`config.mk`:
```
export PLATFORM = sky130hd
export DESIGN_NAME = ffe_cfg_regs
export DESIGN_NICKNAME = d
export VERILOG_FILES = /design/src/hdl/ffe_pkg.sv /design/src/hdl/ffe_cfg_regs.sv
export SDC_FILE = /design/constraint.sdc
export NUM_CORES = 1
export LEC_CHECK = 0
export BUFFER_PORTS_ARGS = -buffer_cell sky130_fd_sc_hd__buf_4
export CAP_MARGIN = 20
export CORE_MARGIN = 2
export CORE_UTILIZATION = 44
export DETAILED_ROUTE_END_ITERATION = 10
export HOLD_SLACK_MARGIN = 0.02
export PLACE_DENSITY_LB_ADDON = 0.08
export SYNTH_ARGS = -nofsm -noshare
export SYNTH_HDL_FRONTEND = slang
export SYNTH_SLANG_ARGS = --single-unit
```
`constraint.sdc`:
```
create_clock -name clk -period 1.3 [get_ports clk]
set_input_delay 0.195 -clock clk [delete_from_list [all_inputs] [get_ports clk]]
set_output_delay 0.195 -clock clk [all_outputs]
set_load 0.005 [all_outputs]
```
`src/hdl/ffe_pkg.sv`:
```
// shared types and constants of the flip-flop estimator
// no dependencies; used by every other file in hdl
package ffe_pkg;

  localparam int SAMPLE_BITS   = 32;
  localparam int FRACTION_BITS = 16;
  localparam int AVG_BITS      = SAMPLE_BITS + FRACTION_BITS;
  localparam int GAIN_BITS     = 16;
  localparam int GAIN_REG_BITS = GAIN_BITS + 1;
  localparam int FACTOR_BITS   = 20;
  localparam int ADDR_BITS     = 5;
  localparam int DATA_BITS     = 32;
  localparam int INDEX_BITS    = 3;

  localparam logic [INDEX_BITS-1:0] REG_FAST_GAIN    = 3'd0;
  localparam logic [INDEX_BITS-1:0] REG_SLOW_GAIN    = 3'd1;
  localparam logic [INDEX_BITS-1:0] REG_RANGE_GAIN   = 3'd2;
  localparam logic [INDEX_BITS-1:0] REG_CENTER_GAIN  = 3'd3;
  localparam logic [INDEX_BITS-1:0] REG_LIMIT_FACTOR = 3'd4;

  localparam logic [GAIN_REG_BITS-1:0] FAST_GAIN_RESET    = 17'd6554;
  localparam logic [GAIN_REG_BITS-1:0] SLOW_GAIN_RESET    = 17'd58982;
  localparam logic [GAIN_REG_BITS-1:0] RANGE_GAIN_RESET   = 17'd58982;
  localparam logic [GAIN_REG_BITS-1:0] CENTER_GAIN_RESET  = 17'd6554;
  localparam logic [FACTOR_BITS-1:0]   LIMIT_FACTOR_RESET = 20'd174297;

  typedef struct packed {
    logic [GAIN_REG_BITS-1:0] fast_gain;
    logic [GAIN_REG_BITS-1:0] slow_gain;
    logic [GAIN_REG_BITS-1:0] range_gain;
    logic [GAIN_REG_BITS-1:0] center_gain;
    logic [FACTOR_BITS-1:0]   limit_factor;
  } cfg_t;

  typedef struct packed {
    logic [SAMPLE_BITS-1:0] estimate;
    logic                   alarm;
  } result_t;

endpackage

```
`src/hdl/ffe_cfg_regs.sv`:
```
// apb register file holding the gains and the limit factor
// depends on ffe_pkg
module ffe_cfg_regs (
  input  logic                          clk,
  input  logic                          rst,
  input  logic                          psel,
  input  logic                          penable,
  input  logic                          pwrite,
  input  logic [ffe_pkg::ADDR_BITS-1:0] paddr,
  input  logic [ffe_pkg::DATA_BITS-1:0] pwdata,
  output logic [ffe_pkg::DATA_BITS-1:0] prdata,
  output logic                          pready,
  output ffe_pkg::cfg_t                 cfg
);

  logic                            wr_en;
  logic [ffe_pkg::INDEX_BITS-1:0]  index;

  assign pready = 1'b1;
  assign wr_en  = psel && penable && pwrite && pready;
  assign index  = paddr[ffe_pkg::ADDR_BITS-1:2];

  always_ff @(posedge clk) begin
    if (rst) begin
      cfg.fast_gain    <= ffe_pkg::FAST_GAIN_RESET;
      cfg.slow_gain    <= ffe_pkg::SLOW_GAIN_RESET;
      cfg.range_gain   <= ffe_pkg::RANGE_GAIN_RESET;
      cfg.center_gain  <= ffe_pkg::CENTER_GAIN_RESET;
      cfg.limit_factor <= ffe_pkg::LIMIT_FACTOR_RESET;
    end else if (wr_en) begin
      unique case (index)
        ffe_pkg::REG_FAST_GAIN:    cfg.fast_gain    <= pwdata[ffe_pkg::GAIN_REG_BITS-1:0];
        ffe_pkg::REG_SLOW_GAIN:    cfg.slow_gain    <= pwdata[ffe_pkg::GAIN_REG_BITS-1:0];
        ffe_pkg::REG_RANGE_GAIN:   cfg.range_gain   <= pwdata[ffe_pkg::GAIN_REG_BITS-1:0];
        ffe_pkg::REG_CENTER_GAIN:  cfg.center_gain  <= pwdata[ffe_pkg::GAIN_REG_BITS-1:0];
        ffe_pkg::REG_LIMIT_FACTOR: cfg.limit_factor <= pwdata[ffe_pkg::FACTOR_BITS-1:0];
        default: ;
      endcase
    end
  end

  always_comb begin
    prdata = '0;
    unique case (index)
      ffe_pkg::REG_FAST_GAIN:    prdata[ffe_pkg::GAIN_REG_BITS-1:0] = cfg.fast_gain;
      ffe_pkg::REG_SLOW_GAIN:    prdata[ffe_pkg::GAIN_REG_BITS-1:0] = cfg.slow_gain;
      ffe_pkg::REG_RANGE_GAIN:   prdata[ffe_pkg::GAIN_REG_BITS-1:0] = cfg.range_gain;
      ffe_pkg::REG_CENTER_GAIN:  prdata[ffe_pkg::GAIN_REG_BITS-1:0] = cfg.center_gain;
      ffe_pkg::REG_LIMIT_FACTOR: prdata[ffe_pkg::FACTOR_BITS-1:0]   = cfg.limit_factor;
      default:                   prdata = '0;
    endcase
  end

endmodule

```
==> metrics.cfg, run 1 <==
[timing]
fin_crit_ns = 1.53
setup_slack_ns = -0.235
skew_ns = 0
slew_violations = 0
whs_ns = 0.0984
setup_violations = 20
hold_viol_final = 0
fmax_mhz = 652
period_share_pct = 118
rsz0062_at_grt = true

[yosys]
synthDistinctLibCells = 24
yosysSeqAreaShare_pct = 41.2
synthCells = 440
yosys_register_bits = 88
synth_warnings = 0
avgSynthCellArea_um2 = 9.71
syn-cell-area_mm2 = 0.00427

[placement]
dp_hpwl_um = 8940
dp_cells = 701
place_congestion = 0.796
numPortBuffers = 135

[cells_and_area]
diodes = 0
final_cells = 746
final_cell_mix = buf_4 (185), mux2i_1 (90), nand2b_1 (66)
final_common_cell = buf_4
drive_gt1_share_pct = 47.5
fin_util_pct = 67.7
regMostFlops = cfg
reg_top3 = cfg: 88 flops
syn_to_final_growth_pct = 47.7
fin_nets = 654
largest_reg_flops = 88

[run]
maxCapViolCount = 0

[outcome]
violations = negative setup slack
outcome = finished, violations left

[setup_path]
cp-end-kind = output port
cp_max_fo = 2
worstPathArrival_ns = 1.34
crit_type = register to output port
crit_path_start_kind = register
cp.required_ns = 1.11

[global_route]
grt_max_degree = 33
grt_usage_pct = 23.9
antenna_found_initial = 0
grt_overflow = 0
grt_pass1_wl_um = 19100
grt_pass1_vias = 3619

[pwr]
ir_drop_mv = 0.594
sw_frac_of_total_pct = 23.7
power.internal_mw = 4.40
p_clk_share_pct = 39.8
power.density_mw_per_mm2 = 913
pwr-share-comb_pct = 12.8
totalPowerFinal_mw = 5.76
power_frac_seq_pct = 47.4
p_sw_mw = 1.37
leakage_nw = 2.97

[detailed_routing]
finalWirelength_um = 12600
drt-pass1-iter-count = 4
drt-wirelength-per-cell_um = 16.9
drc = 0
vias_per_cell = 5.14
vias = 3832
drt_iter0_markers = 176
ant_nets = 0

[clocking]
cts_sinks = 88
h-tree-depth = 3
cts_made_buffers = 9
root_buffer = clkbuf_8
cts.path.max_buffers = 2
clk_latency_ns = 0.34
cts_tree = done
path_clk_slew_ns = 0.09

[die]
die_w_um = 103
num_rows = 35
dieArea_mm2 = 0.0105
die_y_um = 103
ios = 163
start_util_pct = 45.8
core_region_area_mm2 = 0.00933

[worst_hold_path]
hold_class = input port to register

[metal layers]
metal	wire [um]	global-route usage, %	vias to the layer above	part of all wire [%]
li1	-	-	1851	-
met1	5670	32.5	1846	45
met2	6090	39.2	127	48
met3	731	3.19	8	5.8
met4	93	8.21	0	0.74
met5	0	0	-	0
[power groups by stage]
stage	Sequential [mW]	Clock, mW	Combinational [mW]
3_5_place_dp	2.79	0	0.680
6_report	2.73	2.29	0.738
4_1_cts	2.73	2.34	0.714
2_1_floorplan	2.79	0	0.375
3_3_place_gp	2.79	0	0.668
5_1_grt	2.73	2.46	0.790
[repair_timing]
item                                    CTS  global route
pin swaps                                16             6
endpoints found under the setup margin   17            19
resized for setup                        49            17
setup buffers                            26             3
hold buffers                              0             0
[path summary, 6_finish.rpt]
| check | startpoint | endpoint | slack, ns | cells after the start |
|---|---|---|---|---|
| max | cfg[39] | prdata[2] | -0.23 | 4 |
| min | pwdata[17] | cfg[17] | 0.1 | 3 |
| max reg2reg | cfg[79] | cfg[79] | 0.45 | 4 |
| min reg2reg | cfg[19] | cfg[19] | 0.50 | 2 |
[cell families (layout without fill, tap and decap cells)]
group	Yosys count	count (layout)	synth area share, %
compound gates	51	51	8.46
buf+inv	53	219	7.44
flops	88	88	41.2
mux	106	106	25.3
other cells	2	13	0.176
simple gates	140	140	17.4
[area by class of cell]
class,count,area [um^2]
sequential,88,1800
timing repair buffer,203,1720
tap,129,161
clock buffer,10,128
multi-input combinational,310,2380
clock inverter,6,115
fill,777,3010
[synthesized netlist by cell type, drive strengths merged]
master / n / area share [%]
buf: 30 / 5.4
dfxtp: 88 / 41
nand2: 1 / 0.15
and4b: 1 / 0.23
and3b: 1 / 0.20
nand2b: 66 / 9.7
and3: 6 / 1.0
conb: 2 / 0.18
a22oi: 32 / 5.6
nor2: 59 / 5.2
o2bb2ai: 1 / 0.20
mux2i: 90 / 21
nor2b: 2 / 0.29
o22ai: 16 / 2.3
o21a: 1 / 0.18
mux2: 16 / 4.2
o21ai: 1 / 0.12
clkbuf: 23 / 2.0
nand3b: 2 / 0.35
nand3: 2 / 0.35
[stage by stage]
stage | worst slack (ns) | cell area [um^2] | setup TNS [ns]
floorplan | -0.0158 | 4340 | -0.197
global placement | -0.191 | 5660 | -4.86
detailed placement | -0.219 | 5660 | -6.86
CTS | -0.249 | 6220 | -3.72
global route | -0.294 | 6310 | -4.36
finish | -0.235 | 6310 | -3.38
[worst max-delay path, stage by stage, from the launching register on]
cell	delay, ns
dfxtp_2	0.33
mux2_2	0.26
a22oi_2	0.17
o22ai_1	0.09
buf_4	0.14
Note: power is estimated with default switching activity, not from simulation.
==> run 2, diff against run 1 <==
--- a/config.mk
+++ b/config.mk
@@ -7,11 +7,14 @@
 export LEC_CHECK = 0
 export BUFFER_PORTS_ARGS = -buffer_cell sky130_fd_sc_hd__buf_4
 export CAP_MARGIN = 20
+export CELL_PAD_IN_SITES_DETAIL_PLACEMENT = 0
+export CELL_PAD_IN_SITES_GLOBAL_PLACEMENT = 1
 export CORE_MARGIN = 2
-export CORE_UTILIZATION = 44
+export CORE_UTILIZATION = 33
 export DETAILED_ROUTE_END_ITERATION = 10
 export HOLD_SLACK_MARGIN = 0.02
 export PLACE_DENSITY_LB_ADDON = 0.08
+export SETUP_SLACK_MARGIN = 0.5
 export SYNTH_ARGS = -nofsm -noshare
 export SYNTH_HDL_FRONTEND = slang
 export SYNTH_SLANG_ARGS = --single-unit
==> run 2 against run 1 <==
Net effect: the flow still finishes with violations (negative setup slack); first-iteration DRC count down 30%; final cell count increased by 6.8%; fmax grew 0.84%; routed wire length is 14% higher; worst hold slack improved by 0.023 ns; register-to-register slack barely moved; clock power is 13% higher; critical path depth did not move; non-clock buffer count up 8; cell area is 13% higher; global-route usage shrank 3.3 points; combinational power increased by 10%; critical path type unchanged; highest routed layer unchanged.
==> metrics.cfg, run 2 (synthesized netlist as in run 1, its figures left out) <==
[clocking]
ctsHoldBuffers = 0  ; unchanged
root_buffer = clkbuf_16
cts_tree = done
cts_sinks = 88  ; unchanged
cts.path.max_buffers = 2  ; unchanged
cts_made_buffers = 9  ; unchanged
h-tree-depth = 3  ; unchanged
path_clk_slew_ns = 0.07  ; -0.02 ns
clk_latency_ns = 0.34  ; about the same

[worst_hold_path]
hold_class = input port to register

[timing]
hold_viol_final = 0  ; unchanged
setup_slack_ns = -0.222  ; +0.0129 ns
fin_crit_ns = 1.52  ; -0.0129 ns
fmax_mhz = 657  ; +0.84%
period_share_pct = 117  ; -0.99 points
rsz0062_at_grt = true
slew_violations = 0  ; unchanged
skew_ns = 0  ; unchanged
timing.setup.tns_ns = -3.21  ; +0.170 ns
whs_ns = 0.122  ; +0.0235 ns
setup_violations = 17  ; -15%

[cells_and_area]
regMostFlops = cfg
final_cell_mix = buf_6 (119), mux2i_1 (90), dfxtp_2 (77)
drive_gt1_share_pct = 57.9  ; +10 points
syn_to_final_growth_pct = 67.2
largest_reg_flops = 88  ; unchanged
final_area_mm2 = 0.00714  ; +13%
fin_nets = 662  ; +1.2%
diodes = 0  ; unchanged
num-fill-cells = 1139  ; +47%
multi_input_area_mm2 = 0.00243  ; +1.9%
reg_top3 = cfg: 88 flops
ff_latch_area_mm2 = 0.00190  ; +5.3%
final_common_cell = buf_6

[setup_path]
cp_max_fo = 3  ; +1
cp.required_ns = 1.11  ; about the same
cp-end-kind = output port
worstPathArrival_ns = 1.33  ; about the same
crit_type = register to output port
crit_path_start_kind = register

[pwr]
sw_frac_of_total_pct = 24.5  ; +0.84 points
ir_drop_mv = 0.509  ; -14%
totalPowerFinal_mw = 6.11  ; +6.1%
power_frac_seq_pct = 44.4  ; -3.0 points
p_sw_mw = 1.50  ; +9.9%
leakage_nw = 3.22  ; +8.4%
power.density_mw_per_mm2 = 856  ; -6.2%
power.internal_mw = 4.61  ; +5.0%
p_clk_share_pct = 42.2  ; +2.4 points
pwr-share-comb_pct = 13.3  ; +0.5 points

[detailed_routing]
drt_iter0_markers = 123  ; -30%
finalWirelength_um = 14400  ; +14%
vias_per_cell = 4.83  ; -5.9%
ant_nets = 0  ; unchanged
drc = 0  ; unchanged
vias = 3852  ; +0.52%
drt-wirelength-per-cell_um = 18.1  ; +7.0%
drt-pass1-iter-count = 4  ; unchanged

[global_route]
grt_pass1_wl_um = 22300  ; +17%
antenna_found_initial = 0  ; unchanged
grt_max_degree = 46  ; +39%
grt_pass1_vias = 3938  ; +8.8%
grt_overflow = 0  ; unchanged
grt_usage_pct = 20.6  ; -3.3 points

[placement]
dp_hpwl_um = 9440  ; +5.6%
place_congestion = 0.774  ; -2.8%
numPortBuffers = 135  ; unchanged
post_dp_cell_area_mm2 = 0.00571  ; +0.84%

[die]
ios = 163  ; unchanged
core_region_area_mm2 = 0.0126  ; +35%
die_y_um = 118  ; +15%
dieArea_mm2 = 0.0139  ; +32%
start_util_pct = 33.9  ; -12 points
num_rows = 41  ; +17%
die_w_um = 118  ; +15%

[run]
maxCapViolCount = 0  ; unchanged

[outcome]
violations = negative setup slack
outcome = finished, violations left

-- run 2: area by class of cell --
| cell class | instances | area share, % |
|---|---|---|
| clock inverter | 7 | 0.876 |
| multi-input combinational | 310 | 34.0 |
| timing repair buffer | 211 | 32.4 |
| clock buffer | 9 | 3.15 |
| sequential | 88 | 26.6 |
| tap | 172 | 3.01 |
-- run 2: timing repair --
item,4_1_cts,5_1_grt
pin swaps,15,7
endpoints found under the setup margin,196,196
gates cloned,4,0
gates resized for setup,229,35
buffers inserted,24,10
-- run 2: final timing paths --
| kind | startpoint | end | slack, ns | depth (start not counted) |
|---|---|---|---|---|
| worst min-delay path | pwdata[19] | cfg[19] | 0.12 | 3 |
| worst max-delay path | cfg[35] | prdata[15] | -0.22 | 4 |
| worst min register to register | cfg[25] | cfg[25] | 0.48 | 2 |
| worst max register to register | cfg[39] | cfg[39] | 0.46 | 4 |
-- run 2: power by group through the flow --
| stage | Sequential (mW) | Combinational, mW | Clock [mW] |
|---|---|---|---|
| after floorplan | 2.79 | 0.408 | 0 |
| after global placement | 2.79 | 0.686 | 0 |
| after detailed placement | 2.79 | 0.691 | 0 |
| after CTS | 2.73 | 0.796 | 2.62 |
| after global routing | 2.72 | 0.873 | 2.72 |
| final | 2.72 | 0.815 | 2.58 |
-- run 2: layer usage --
metal | share of wire, % | vias up | global-route usage (%)
met4 | 1.8 | 0 | 7.08
met1 | 45 | 1852 | 25.9
met3 | 5.2 | 20 | 4.75
met5 | 0 | - | 0
li1 | - | 1864 | -
met2 | 48 | 116 | 34.7
-- run 2: per-stage QoR --
stage	std cells	worst slack, ns	utilization (%)
finish	797	-0.222	56.6
global route	797	-0.260	56.6
CTS	787	-0.236	55.0
detailed placement	743	-0.168	45.2
global placement	743	-0.199	45.2
floorplan	451	-0.00852	-
-- run 2: critical path, cell delays in order (launching register included) --
cell and delay (ns):
dfxtp_2 0.33, mux2_4 0.26, a22oi_2 0.15, o22ai_1 0.10, buf_4 0.14
==> run 3, diff against run 2 <==
--- a/config.mk
+++ b/config.mk
@@ -13,8 +13,7 @@
 export CORE_UTILIZATION = 33
 export DETAILED_ROUTE_END_ITERATION = 10
 export HOLD_SLACK_MARGIN = 0.02
-export PLACE_DENSITY_LB_ADDON = 0.08
-export SETUP_SLACK_MARGIN = 0.5
+export PLACE_DENSITY = 0.84
 export SYNTH_ARGS = -nofsm -noshare
 export SYNTH_HDL_FRONTEND = slang
 export SYNTH_SLANG_ARGS = --single-unit
==> run 3 against run 2 <==
Net effect: the flow still finishes with violations (negative setup slack); clock-buffer cell count increased by 1; die area unchanged; critical path depth unchanged; first-iteration DRC count increased by 85%; clock skew unchanged; sequential power about the same; cell area decreased by 11%; flip-flop and latch count unchanged; fmax decreased by 0.44%; global-route usage decreased by 1.6 points; setup slack got worse by 0.0067 ns; critical endpoint is now prdata[9]; largest cell class unchanged; highest routed layer unchanged.
==> metrics.cfg, run 3 (synthesized netlist as in run 1, its figures left out) <==
[detailed_routing]
drt-pass1-iter-count = 5  ; +1
vias = 3798  ; -1.4%
finalWirelength_um = 13400  ; -6.9%
vias_per_cell = 4.85  ; +0.36%
ant_nets = 0  ; unchanged
drt-wirelength-per-cell_um = 17.1  ; -5.2%
drt_iter0_markers = 228  ; +85%
drc = 0  ; unchanged

[timing]
setup_violations = 17  ; unchanged
slew_violations = 0  ; unchanged
fin_crit_ns = 1.53  ; +0.00674 ns
fmax_mhz = 654  ; -0.44%
hold_viol_final = 0  ; unchanged
skew_ns = 0  ; unchanged
setup_slack_ns = -0.229  ; -0.00674 ns
rsz0062_at_grt = true
period_share_pct = 118  ; +0.52 points

[setup_path]
cp_max_fo = 2  ; -1
crit_path_start_kind = register
rrSetupSlack_ns = 0.55  ; +0.09 ns
cp-end-kind = output port
cp.required_ns = 1.11  ; about the same
worstPathArrival_ns = 1.33  ; about the same
reg2reg_to = cfg[52]
cp-startpoint = cfg[46]
crit_type = register to output port
worstReg2RegStart = cfg[52]
rr_worst_depth = 3  ; -1

[outcome]
violations = negative setup slack
outcome = finished, violations left

[clocking]
cts_tree = done
ctsHoldBuffers = 0  ; unchanged
cts.path.max_buffers = 2  ; unchanged
h-tree-depth = 3  ; unchanged
cts_sinks = 88  ; unchanged
root_buffer = clkbuf_16
clk_latency_ns = 0.34  ; about the same
path_clk_slew_ns = 0.06  ; about the same
cts_made_buffers = 9  ; unchanged

[pwr]
power_frac_seq_pct = 41.4  ; -3.0 points
sw_frac_of_total_pct = 21.3  ; -3.3 points
leakage_nw = 2.97  ; -7.8%
totalPowerFinal_mw = 6.60  ; +8.0%
ir_drop_mv = 0.608  ; +19%
power.internal_mw = 5.20  ; +13%
p_sw_mw = 1.41  ; -6.3%
power.density_mw_per_mm2 = 1040  ; +22%
pwr-share-comb_pct = 10.7  ; -2.6 points
p_clk_share_pct = 47.9  ; +5.7 points

[worst_hold_path]
hold_path_depth = 3  ; unchanged
hold_start = pwdata[17]
hold_path_end = cfg[17]
hold_class = input port to register

[cells_and_area]
num-fill-cells = 1186  ; +4.1%
ff_latch_area_mm2 = 0.00180  ; -5.0%
drive_gt1_share_pct = 46.6  ; -11 points
diodes = 0  ; unchanged
largest_reg_flops = 88  ; unchanged
fin_nets = 648  ; -2.1%
syn_to_final_growth_pct = 48.4
regMostFlops = cfg
final_common_cell = buf_4
reg_top3 = cfg: 88 flops
multi_input_area_mm2 = 0.00236  ; -2.8%
final_area_mm2 = 0.00634  ; -11%
final_cell_mix = buf_4 (185), mux2i_1 (90), nand2b_1 (66)

[global_route]
antenna_found_initial = 0  ; unchanged
grt_use_met2_pct = 32.2  ; -2.4 points
gr-max-usage-layer = met2
met3_usage_pct = 4.60  ; -0.15 points
grt_max_degree = 50  ; +8.7%
grt_pass1_wl_um = 20700  ; -7.1%
grt_use_met1_pct = 23.5  ; -2.4 points
grt_pass1_vias = 3824  ; -2.9%
grt_overflow = 0  ; unchanged
grt_usage_pct = 19.1  ; -1.6 points

[placement]
post_dp_cell_area_mm2 = 0.00560  ; -2.0%
dp_hpwl_um = 9460  ; +0.25%
numPortBuffers = 135  ; unchanged
place_congestion = 0.807  ; +4.3%

[die]
core_region_area_mm2 = 0.0126  ; unchanged
dieArea_mm2 = 0.0139  ; unchanged
start_util_pct = 33.9  ; unchanged
die_y_um = 118  ; unchanged
num_rows = 41  ; unchanged
ios = 163  ; unchanged
die_w_um = 118  ; unchanged

[run]
maxCapViolCount = 0  ; unchanged

run 3: cell count changes in the layout (fill, tap and decap cells not counted), moves of 4 or more:
cell,previous run,this run
buf_4,71,185
dfxtp_2,77,34
and3_1,1,5
buf_6,119,4
and3_4,5,1
dfxtp_4,11,0
buf_12,15,8
buf_16,4,0
dfxtp_1,0,54
run 3: worst max-delay path by stage:
stage,end,depth (start not counted)
final,prdata[9],4
after global routing,prdata[10],4
after CTS,prdata[10],4
after detailed placement,prdata[9],6
after global placement,prdata[4],6
after floorplan,cfg[60],7
run 3: layout make-up:
class,instances,share of cell area (%)
Tap cell,172,3.39
Clock buffer,10,3.77
Multi-Input combinational cell,310,37.2
Timing Repair Buffer,197,25.1
Clock inverter,6,2.05
Sequential cell,88,28.4
run 3: per-layer routing:
metal | vias to the layer above | share of wire, %
li1 | 1830 | -
met1 | 1789 | 42
met2 | 161 | 49
met3 | 18 | 7.4
met4 | 0 | 1.7
met5 | - | 0
run 3: critical path: stages, from the launching register on:
cell     delay [ns]
dfxtp_2        0.32
mux2_4         0.27
a22oi_2        0.14
o22ai_1        0.11
buf_4          0.15
run 3: stage by stage:
step / setup WS, ns / instances / hold WS, ns / util [%] / setup TNS [ns]
finish: -0.229 / 783 / 0.121 / 50.3 / -3.08
global route: -0.265 / 783 / 0.145 / 50.3 / -3.90
CTS: -0.204 / 781 / 0.114 / 49.8 / -3.22
detailed placement: -0.190 / 740 / 0.468 / 44.3 / -9.86
global placement: -0.160 / 740 / 0.460 / 44.3 / -7.91
floorplan: -0.0158 / 451 / 0.350 / - / -0.197
run 3: power by group through the flow:
stage | sequential (mW) | combinational (mW) | clock, mW
2_1_floorplan | 2.79 | 0.375 | 0
3_3_place_gp | 2.79 | 0.634 | 0
3_5_place_dp | 2.79 | 0.646 | 0
4_1_cts | 2.73 | 0.687 | 3.23
5_1_grt | 2.73 | 0.761 | 3.33
6_report | 2.73 | 0.708 | 3.16
run 3: repair_timing:
item,CTS,global route
setup endpoints to repair,17,20
hold endpoints to repair,0,0
pin swaps,24,14
buffers inserted,25,2
gates resized for setup,54,10
